===== src/hw/rtl/dvru_pkg.sv =====
// ----------------------------------------------------------------------------
// Distance-vector route update package
// Shared types, item kinds, action codes and sizing constants.
// ----------------------------------------------------------------------------
package dvru_pkg;

    localparam int TableDepthDefault = 64;
    localparam logic [4:0] InfHops = 5'd16;

    typedef enum logic [1:0] {
        KIND_LOAD = 2'd0,
        KIND_ADV  = 2'd1,
        KIND_READ = 2'd2,
        KIND_NOP  = 2'd3
    } t_kind;

    typedef enum logic [2:0] {
        ACT_IGNORED  = 3'd0,
        ACT_INSERTED = 3'd1,
        ACT_SAMEHOP  = 3'd2,
        ACT_REPLACED = 3'd3,
        ACT_LOADED   = 3'd4,
        ACT_FULL     = 3'd5,
        ACT_READ_OK  = 3'd6,
        ACT_READ_NO  = 3'd7
    } t_action;

    // one classified command passed from front to back
    typedef struct packed {
        t_kind       kind;
        logic [31:0] network;
        logic [4:0]  hops;
        logic [15:0] via_id;
        logic [5:0]  index;
    } t_cmd;

    typedef enum logic [2:0] {
        ST_IDLE,
        ST_SCAN,
        ST_SCAN_WAIT,
        ST_RD,
        ST_RD_WAIT,
        ST_DONE
    } t_state;

endpackage


===== src/hw/rtl/dvru_front.sv =====
// ----------------------------------------------------------------------------
// Distance-vector route update front end
// Accepts commands, clamps distances and queues them for the back end.
// ----------------------------------------------------------------------------
module dvru_front (
    input  logic            i_clk,
    input  logic            i_rst_n,
    input  logic            i_start,
    input  logic [1:0]      i_kind,
    input  logic [31:0]     i_network,
    input  logic [7:0]      i_distance,
    input  logic [15:0]     i_next_hop,
    input  logic [5:0]      i_index,
    input  logic            i_pop,
    output logic            o_q_valid,
    output dvru_pkg::t_cmd  o_q_cmd
);

    logic           r_full;
    dvru_pkg::t_cmd r_cmd;
    dvru_pkg::t_cmd n_cmd;
    logic           w_acc;
    logic [7:0]     w_adv;

    // take a beat only into an empty slot
    assign w_acc     = i_start && !r_full;
    assign o_q_valid = r_full;
    assign o_q_cmd   = r_cmd;

    // classify and clamp
    always_comb begin
        w_adv = (i_distance >= 8'd15) ? 8'd16 : i_distance + 8'd1;
        n_cmd.kind    = dvru_pkg::t_kind'(i_kind);
        n_cmd.network = i_network;
        n_cmd.via_id  = i_next_hop;
        n_cmd.index   = i_index;
        if (dvru_pkg::t_kind'(i_kind) == dvru_pkg::KIND_ADV) begin
            n_cmd.hops = w_adv[4:0];
        end else if (i_distance > 8'd16) begin
            n_cmd.hops = dvru_pkg::InfHops;
        end else begin
            n_cmd.hops = i_distance[4:0];
        end
    end

    // fill on accept, drain when the back end pops
    always_ff @(posedge i_clk) begin
        if (!i_rst_n) begin
            r_full <= 1'b0;
        end else if (w_acc) begin
            r_full <= 1'b1;
        end else if (i_pop) begin
            r_full <= 1'b0;
        end
    end

    always_ff @(posedge i_clk) begin
        if (w_acc) begin
            r_cmd <= n_cmd;
        end
    end

endmodule


===== src/hw/rtl/dvru_back.sv =====
// ----------------------------------------------------------------------------
// Distance-vector route update back end
// Holds the route table, scans it one entry a cycle and emits results.
// ----------------------------------------------------------------------------
module dvru_back #(
    parameter int TABLE_DEPTH = dvru_pkg::TableDepthDefault
) (
    input  logic            i_clk,
    input  logic            i_rst_n,
    input  logic [15:0]     i_neighbor_id,
    input  logic            i_q_valid,
    input  dvru_pkg::t_cmd  i_q_cmd,
    output logic            o_pop,
    output logic            o_done,
    output logic [2:0]      o_action,
    output logic [31:0]     o_out_network,
    output logic [4:0]      o_out_distance,
    output logic [15:0]     o_out_next_hop,
    output logic [6:0]      o_entry_count
);

    localparam int AW = $clog2(TABLE_DEPTH);
    localparam int CW = $clog2(TABLE_DEPTH + 1);

    // table memory
    logic [31:0] r_mem_net [TABLE_DEPTH];
    logic [4:0]  r_mem_dist [TABLE_DEPTH];
    logic [15:0] r_mem_hop [TABLE_DEPTH];
    logic [31:0] r_rd_net;
    logic [4:0]  r_rd_dist;
    logic [15:0] r_rd_hop;
    logic [AW-1:0] w_raddr;
    logic          w_we;
    logic [AW-1:0] w_waddr;
    logic [31:0]   w_wnet;
    logic [4:0]    w_wdist;
    logic [15:0]   w_whop;

    always_ff @(posedge i_clk) begin
        if (w_we) begin
            r_mem_net[w_waddr]  <= w_wnet;
            r_mem_dist[w_waddr] <= w_wdist;
            r_mem_hop[w_waddr]  <= w_whop;
        end
        r_rd_net  <= r_mem_net[w_raddr];
        r_rd_dist <= r_mem_dist[w_raddr];
        r_rd_hop  <= r_mem_hop[w_raddr];
    end

    dvru_pkg::t_state r_state, n_state;
    dvru_pkg::t_cmd   r_cmd, n_cmd;
    logic [CW-1:0]    r_count, n_count;
    logic [CW-1:0]    r_ptr, n_ptr;
    logic [CW-1:0]    r_chk, n_chk;
    logic             r_chk_v, n_chk_v;
    logic             r_found, n_found;
    logic [AW-1:0]    r_pos, n_pos;
    logic [2:0]       r_act, n_act;
    logic [31:0]      r_onet, n_onet;
    logic [4:0]       r_odist, n_odist;
    logic [15:0]      r_ohop, n_ohop;
    logic             r_done, n_done;
    logic             w_full;

    assign w_full = (r_count == CW'(TABLE_DEPTH));

    always_ff @(posedge i_clk) begin
        if (!i_rst_n) begin
            r_state <= dvru_pkg::ST_IDLE;
            r_count <= '0;
            r_done  <= 1'b0;
        end else begin
            r_state <= n_state;
            r_count <= n_count;
            r_done  <= n_done;
        end
    end

    always_ff @(posedge i_clk) begin
        r_cmd   <= n_cmd;
        r_ptr   <= n_ptr;
        r_chk   <= n_chk;
        r_chk_v <= n_chk_v;
        r_found <= n_found;
        r_pos   <= n_pos;
        r_act   <= n_act;
        r_onet  <= n_onet;
        r_odist <= n_odist;
        r_ohop  <= n_ohop;
    end

    // sequence each command: no-op answers at once, load writes, read fetches, advertise scans, then decides and writes
    always_comb begin
        n_state = r_state;
        n_cmd   = r_cmd;
        n_count = r_count;
        n_ptr   = r_ptr;
        n_chk   = r_chk;
        n_chk_v = 1'b0;
        n_found = r_found;
        n_pos   = r_pos;
        n_act   = r_act;
        n_onet  = r_onet;
        n_odist = r_odist;
        n_ohop  = r_ohop;
        n_done  = 1'b0;
        o_pop   = 1'b0;
        w_raddr = r_ptr[AW-1:0];
        w_we    = 1'b0;
        w_waddr = r_count[AW-1:0];
        w_wnet  = r_cmd.network;
        w_wdist = r_cmd.hops;
        w_whop  = r_cmd.via_id;
        case (r_state)
            dvru_pkg::ST_IDLE: begin
                if (i_q_valid) begin
                    o_pop   = 1'b1;
                    n_cmd   = i_q_cmd;
                    n_ptr   = '0;
                    n_found = 1'b0;
                    case (i_q_cmd.kind)
                        dvru_pkg::KIND_LOAD: n_state = dvru_pkg::ST_DONE;
                        dvru_pkg::KIND_ADV:  n_state = dvru_pkg::ST_SCAN;
                        dvru_pkg::KIND_READ: n_state = dvru_pkg::ST_RD;
                        default: begin
                            n_act   = dvru_pkg::ACT_IGNORED;
                            n_onet  = '0;
                            n_odist = '0;
                            n_ohop  = '0;
                            n_done  = 1'b1;
                        end
                    endcase
                end
            end
            dvru_pkg::ST_SCAN: begin
                // compare the entry read last cycle, issue the next read
                if (r_chk_v && r_rd_net == r_cmd.network) begin
                    n_found = 1'b1;
                    n_pos   = r_chk[AW-1:0];
                end
                if (r_ptr < r_count) begin
                    n_chk   = r_ptr;
                    n_chk_v = 1'b1;
                    n_ptr   = r_ptr + 1'b1;
                end else begin
                    w_raddr = r_pos;
                    if (r_chk_v && r_rd_net == r_cmd.network) begin
                        w_raddr = r_chk[AW-1:0];
                    end
                    n_state = dvru_pkg::ST_SCAN_WAIT;
                end
            end
            dvru_pkg::ST_SCAN_WAIT: begin
                n_state = dvru_pkg::ST_IDLE;
                n_done  = 1'b1;
                w_waddr = r_pos;
                if (!r_found) begin
                    if (r_cmd.hops == dvru_pkg::InfHops) begin
                        n_act = dvru_pkg::ACT_IGNORED;
                        n_onet = '0; n_odist = '0; n_ohop = '0;
                    end else if (w_full) begin
                        n_act = dvru_pkg::ACT_FULL;
                        n_onet = r_cmd.network; n_odist = r_cmd.hops;
                        n_ohop = i_neighbor_id;
                    end else begin
                        w_we    = 1'b1;
                        w_waddr = r_count[AW-1:0];
                        w_whop  = i_neighbor_id;
                        n_count = r_count + 1'b1;
                        n_act = dvru_pkg::ACT_INSERTED;
                        n_onet = r_cmd.network; n_odist = r_cmd.hops;
                        n_ohop = i_neighbor_id;
                    end
                end else if (r_rd_hop == i_neighbor_id || r_cmd.hops < r_rd_dist) begin
                    w_we   = 1'b1;
                    w_whop = i_neighbor_id;
                    n_act  = (r_rd_hop == i_neighbor_id) ? dvru_pkg::ACT_SAMEHOP
                                                         : dvru_pkg::ACT_REPLACED;
                    n_onet = r_cmd.network; n_odist = r_cmd.hops;
                    n_ohop = i_neighbor_id;
                end else begin
                    n_act = dvru_pkg::ACT_IGNORED;
                    n_onet = r_rd_net; n_odist = r_rd_dist; n_ohop = r_rd_hop;
                end
            end
            dvru_pkg::ST_RD: begin
                w_raddr = AW'(r_cmd.index);
                n_state = dvru_pkg::ST_RD_WAIT;
            end
            dvru_pkg::ST_RD_WAIT: begin
                n_state = dvru_pkg::ST_IDLE;
                n_done  = 1'b1;
                if ({{CW{1'b0}}, r_cmd.index} < {6'd0, r_count}
                        && {{CW{1'b0}}, r_cmd.index} < (CW + 6)'(TABLE_DEPTH)) begin
                    n_act = dvru_pkg::ACT_READ_OK;
                    n_onet = r_rd_net; n_odist = r_rd_dist; n_ohop = r_rd_hop;
                end else begin
                    n_act = dvru_pkg::ACT_READ_NO;
                    n_onet = '0; n_odist = '0; n_ohop = '0;
                end
            end
            dvru_pkg::ST_DONE: begin
                // load a local route
                n_state = dvru_pkg::ST_IDLE;
                n_done  = 1'b1;
                n_onet  = r_cmd.network;
                n_odist = r_cmd.hops;
                n_ohop  = r_cmd.via_id;
                if (w_full) begin
                    n_act = dvru_pkg::ACT_FULL;
                end else begin
                    w_we    = 1'b1;
                    n_count = r_count + 1'b1;
                    n_act   = dvru_pkg::ACT_LOADED;
                end
            end
            default: n_state = dvru_pkg::ST_IDLE;
        endcase
    end

    assign o_done         = r_done;
    assign o_action       = r_act;
    assign o_out_network  = r_onet;
    assign o_out_distance = r_odist;
    assign o_out_next_hop = r_ohop;
    assign o_entry_count  = 7'(r_count);

endmodule


===== src/hw/rtl/distance_vector_route_update_core.sv =====
// ----------------------------------------------------------------------------
// Distance-vector route update core
// Route table engine: load, advertise and read commands, one result each.
// ----------------------------------------------------------------------------
// Channel   | Handshake          | Beat
// command   | i_start / o_busy   | kind, network, distance, next_hop, index
// result    | o_done strobe      | action, out_network, distance, next_hop, count
// config    | APB psel/penable   | neighbor_id at address 0
// Each accepted command yields one result beat; advertise scans the valid
// entries with the one-entry-per-cycle table scan on the single memory read
// port. Busy drops in the cycle after the result beat, when the next accept
// can follow.
// Reset clears the entry count and neighbor_id; table contents need no clearing.
// The result strobe lasts one cycle; the receiver cannot stall it.
// ----------------------------------------------------------------------------
module distance_vector_route_update_core #(
    parameter int TABLE_DEPTH = dvru_pkg::TableDepthDefault
) (
    input  logic        i_clk,
    input  logic        i_rst_n,
    input  logic        i_start,
    output logic        o_busy,
    input  logic [1:0]  i_kind,
    input  logic [31:0] i_network,
    input  logic [7:0]  i_distance,
    input  logic [15:0] i_next_hop,
    input  logic [5:0]  i_index,
    output logic        o_done,
    output logic [2:0]  o_action,
    output logic [31:0] o_out_network,
    output logic [4:0]  o_out_distance,
    output logic [15:0] o_out_next_hop,
    output logic [6:0]  o_entry_count,
    input  logic        psel,
    input  logic        penable,
    input  logic        pwrite,
    input  logic        paddr,
    input  logic [31:0] pwdata,
    output logic [31:0] prdata,
    output logic        pready
);

    logic [15:0]    r_neighbor_id;
    logic           w_q_valid;
    logic           w_pop;
    dvru_pkg::t_cmd w_q_cmd;
    logic           r_busy;

    // config register
    assign pready = 1'b1;
    assign prdata = (paddr == 1'b0) ? {16'd0, r_neighbor_id} : 32'd0;
    always_ff @(posedge i_clk) begin
        if (!i_rst_n) begin
            r_neighbor_id <= '0;
        end else if (psel && penable && pwrite && paddr == 1'b0) begin
            r_neighbor_id <= pwdata[15:0];
        end
    end

    // hold busy from accept until the result beat
    always_ff @(posedge i_clk) begin
        if (!i_rst_n) begin
            r_busy <= 1'b0;
        end else if (i_start && !o_busy) begin
            r_busy <= 1'b1;
        end else if (o_done) begin
            r_busy <= 1'b0;
        end
    end
    assign o_busy = r_busy;

    dvru_front u_front (
        .i_clk      (i_clk),
        .i_rst_n    (i_rst_n),
        .i_start    (i_start && !r_busy),
        .i_kind     (i_kind),
        .i_network  (i_network),
        .i_distance (i_distance),
        .i_next_hop (i_next_hop),
        .i_index    (i_index),
        .i_pop      (w_pop),
        .o_q_valid  (w_q_valid),
        .o_q_cmd    (w_q_cmd)
    );

    dvru_back #(.TABLE_DEPTH(TABLE_DEPTH)) u_back (
        .i_clk          (i_clk),
        .i_rst_n        (i_rst_n),
        .i_neighbor_id  (r_neighbor_id),
        .i_q_valid      (w_q_valid),
        .i_q_cmd        (w_q_cmd),
        .o_pop          (w_pop),
        .o_done         (o_done),
        .o_action       (o_action),
        .o_out_network  (o_out_network),
        .o_out_distance (o_out_distance),
        .o_out_next_hop (o_out_next_hop),
        .o_entry_count  (o_entry_count)
    );

endmodule


===== config.mk =====
export PLATFORM = sky130hd
export DESIGN_NAME = distance_vector_route_update_core
export DESIGN_NICKNAME = d
export VERILOG_FILES = /design/src/hw/rtl/dvru_pkg.sv /design/src/hw/rtl/dvru_front.sv /design/src/hw/rtl/dvru_back.sv /design/src/hw/rtl/distance_vector_route_update_core.sv
export SDC_FILE = /design/constraint.sdc
export NUM_CORES = 2
export LEC_CHECK = 0
export BUFFER_PORTS_ARGS = -buffer_cell sky130_fd_sc_hd__buf_2
export CORE_MARGIN = 1.5
export CORE_UTILIZATION = 55
export CTS_CLUSTER_DIAMETER = 60
export CTS_CLUSTER_SIZE = 10
export DETAILED_ROUTE_END_ITERATION = 7
export GPL_ROUTABILITY_DRIVEN = 0
export PLACE_DENSITY = 0.71
export SLEW_MARGIN = 30
export SYNTH_ARGS = -nofsm -noshare
export SYNTH_HDL_FRONTEND = slang
export SYNTH_SLANG_ARGS = --single-unit

===== constraint.sdc =====
create_clock -name i_clk -period 19.65 [get_ports i_clk]
set_clock_uncertainty 0.1 [all_clocks]
set_input_delay 1.965 -clock i_clk [delete_from_list [all_inputs] [get_ports i_clk]]
set_output_delay 1.965 -clock i_clk [all_outputs]
set_load 0.005 [all_outputs]

==> flow_summary_export.csv <==
group,metric,value,unit
run_status,status,"finished, final reports clean",
timing,finalCriticalPeriod,8.07,ns
cts,cts_sinks,3671,
cts,cts_made_buffers,417,
cts,cts-htree-levels,5,
timing,tns,0,ns
cells_and_area,final_util,61.9,%
drt,wl_per_cell,35.4,µm
floorplanning,design.core.area,257000,µm²
cells_and_area,syn2layout_area_growth,11.9,%
synth,async_flop_share,0,%
floorplanning,pin_count,201,
drt,drt_iter0_drc,13900,
critical_path,cp-end-kind,"register",
drt,via_count,80900,
drt,antenna_left,0,
critical_path,timing.rr.start,"u_back.w_wnet[30]",
timing,setup_violations,0,
min_path,holdPathEnd,"u_back.r_cmd[11]",
drt,wirelength,415000,µm
cts,postCtsHoldBufs,0,
cts,post_cts_buffers,0,
job,maxCapViolations,0,
cells_and_area,drive_gt1_share,18.7,%
synth,synth_area,142000,µm²
synth,syn_area_per_cell,18.4,µm²
critical_path,cp.required,20.36,ns
synth,synth-warning-count,0,
timing,min_period_over_period,41.1,%
synth,synth_flop_cell,"edfxtp_1",
floorplanning,dieHeight,511,µm
placement,pre_cts_ws,11.47,ns
global_routing,grt_overflow,0,
cts,cts_tree,"done",
synth,synth.area.top_cells,"edfxtp_1 76%, mux4_2 7.8%, mux2i_1 2.3%, nand2_1 2.3%, a21oi_1 1.3%",
synth,yosysTopAreaCellShare,75.8,%
min_path,holdPathStages,0,
critical_path,arrival,8.77,ns
cells_and_area,final_nets,8275,
min_path,min_path_type,"reg2reg",
global_routing,grt_pass1_vias,78200,
drt,vias_per_cell,6.91,
global_routing,antenna_found_initial,27,
floorplanning,placementRows,186,
cts,clock_path_buffers,4,
timing,fmax,124,MHz
critical_path,start_kind,"register",
drt,drc_errors,0,
pwr,power,20.8,mW
critical_path,critPathKind,"reg2reg",
cts,clk_latency,1.01,ns
timing,slew_violations,0,
pwr,peakVddDrop,112,µV
synth,synth_seq_cells,3671,
global_routing,grt_pass1_wl,576000,µm
global_routing,grt_usage,31.3,%
cts,clk_pin_slew,0.06,ns
pwr,p_per_area,131,nW/µm²
placement,io_buffers,167,
min_path,worstHoldStart,"u_front.o_q_cmd[11]",
timing,rsz0062_at_grt,"no",
floorplanning,die-area,261000,µm²
global_routing,grt_max_degree,146,
timing,fin_ws,11.58,ns
synth,yosys.area.top_type,"edfxtp_1",
cts,cts_root_buf,"clkbuf_16",
pwr,leakage,51.3,nW
placement,hpwl,226000,µm
critical_path,ff2ff_setup_slack,11.58,ns
floorplanning,die_x,511,µm
synth,synth_cells,7730,
critical_path,crit_fanout,95,
drt,drtPass1Iterations,7,
synth,synth.yosys.seq_area_share,77.0,%
timing,slew_headroom,23.8,%
critical_path,r2r_cells,16,
timing,hold_viol,0,
cts,cts-resized-gates,0,
synth,ys_types,85,
floorplanning,start_util,55.3,%
timing,tightestPinTransition,1.13,ns
critical_path,r2r_end,"u_back.r_rd_hop[11]",
synth,synth-edff-count,3588,
## cells by family after synthesis
logic type / count (synthesis) / synth area share (%)
DFF: 3671 / 77.0
and+or+nand+nor: 1419 / 4.33
AOI/OAI and AO/OA: 1183 / 5.59
muxes: 872 / 10.5
buffers and inverters: 500 / 1.98
xor gates and xnor gates: 58 / 0.357
adders and majority gates: 25 / 0.220
other: 2 / 0.00528
## critical path, stage by stage (launching register included)
cell and delay [ns]:
edfxtp_1 0.32, buf_4 0.53, xnor2_1 0.33, nand4_1 0.16
nor4_1 0.35, and3_1 0.50, mux2_4 0.55, nor2_8 0.43
buf_12 0.55, buf_4 0.64, buf_4 0.75, buf_4 0.73
mux4_2 0.58, a22o_1 0.26, nor2_1 0.64, o32a_1 0.28
a2111oi_1 0.05
## where the power goes
group | internal [mW] | switching [mW] | total [mW]
Clock | 3.88 | 2.85 | 6.73
Sequential | 8.90 | 0.176 | 9.08
Combinational | 1.65 | 3.33 | 4.98
## layout make-up
cell class                      count  area, µm²
Sequential cell                  3671     109000
Fill cell                       17500      97800
Multi-Input combinational cell   3574      30800
Clock buffer                      588      11200
Tap cell                         3384       4230
Timing Repair Buffer              438       3110
Inverter                           45        169
Clock inverter                     10        120
Antenna cell                        7       17.5
## synth_stat cells, types with 9 or more instances
cell type,n
a2111oi_0,33
a211o_1,10
a211oi_1,35
a21o_1,11
a21oi_1,361
a221oi_1,27
a222oi_1,16
a22o_1,47
a22oi_1,73
a31oi_1,67
a32oi_1,77
and3_1,20
buf_1,13
buf_2,92
buf_4,98
buf_6,45
buf_8,9
clkbuf_1,197
dfxtp_1,83
edfxtp_1,3588
ha_1,25
inv_1,43
mux2_2,48
mux2i_1,328
mux4_2,495
nand2_1,865
nand2b_1,12
nand3_1,159
nand4_1,24
nor2_1,159
nor2b_1,27
nor3_1,44
nor4_1,38
o211ai_1,16
o21ai_0,167
o221ai_1,28
o22ai_1,89
o31ai_1,16
o32ai_1,22
o41ai_1,10
or3_1,24
or4_1,14
xnor2_1,27
xor2_1,31
## per-layer routing
layer / vias up / global-route usage, % / wire length, µm
li1: 31900 / - / -
met1: 41400 / 42.5 / 146000
met2: 6463 / 48.2 / 191000
met3: 1119 / 8.12 / 58300
met4: 14 / 13.9 / 20400
met5: - / 0 / 99
## cell usage in the layout, fill, tap and decap left out, types with 88 or more instances in the layout
cell	count
edfxtp_1	3588
nand2_1	860
mux4_2	495
clkbuf_16	423
a21oi_1	354
mux2i_1	327
buf_4	245
buf_2	168
o21ai_0	166
clkbuf_1	165
nand3_1	156
o22ai_1	88
## sequential cells by signal, indices dropped and copies added, names as in the netlist, 16 cells and up
signal / count
u_back.r_mem_hop: 1024
u_back.r_rd_net: 32
u_back.o_out_network: 32
u_back.o_out_next_hop: 16
u_back.w_wnet: 32
u_back.r_cmd: 22
r_neighbor_id: 16
u_back.r_rd_hop: 16
u_front.o_q_cmd: 61
u_back.r_mem_dist: 320
u_back.r_mem_net: 2048
## worst max path at each step
stage / end / cells past startpoint / slack, ns / startpoint
global placement: u_back.r_rd_hop[11] / 16 / 11.02 / u_back.w_wnet[30]
finish: u_back.r_rd_hop[11] / 16 / 11.58 / u_back.w_wnet[30]
detailed placement: u_back.r_rd_hop[11] / 16 / 11.47 / u_back.w_wnet[30]
global route: u_back.r_rd_hop[11] / 16 / 11.07 / u_back.w_wnet[9]
CTS: u_back.r_rd_hop[11] / 16 / 11.41 / u_back.w_wnet[30]
floorplan: u_back.r_mem_dist[0][0] / 11 / 13.48 / u_back.w_wdist[1]
## through the flow
stage                     hold slack (ns)  instance area (µm²)  std cells
after floorplan                     0.300               142000       7745
after global placement              0.301               147000      11100
after detailed placement            0.305               148000      11100
after CTS                           0.309               159000      11700
after global routing                0.325               159000      11700
final                               0.318               159000      11700
Power figures use the tool's default switching activity.
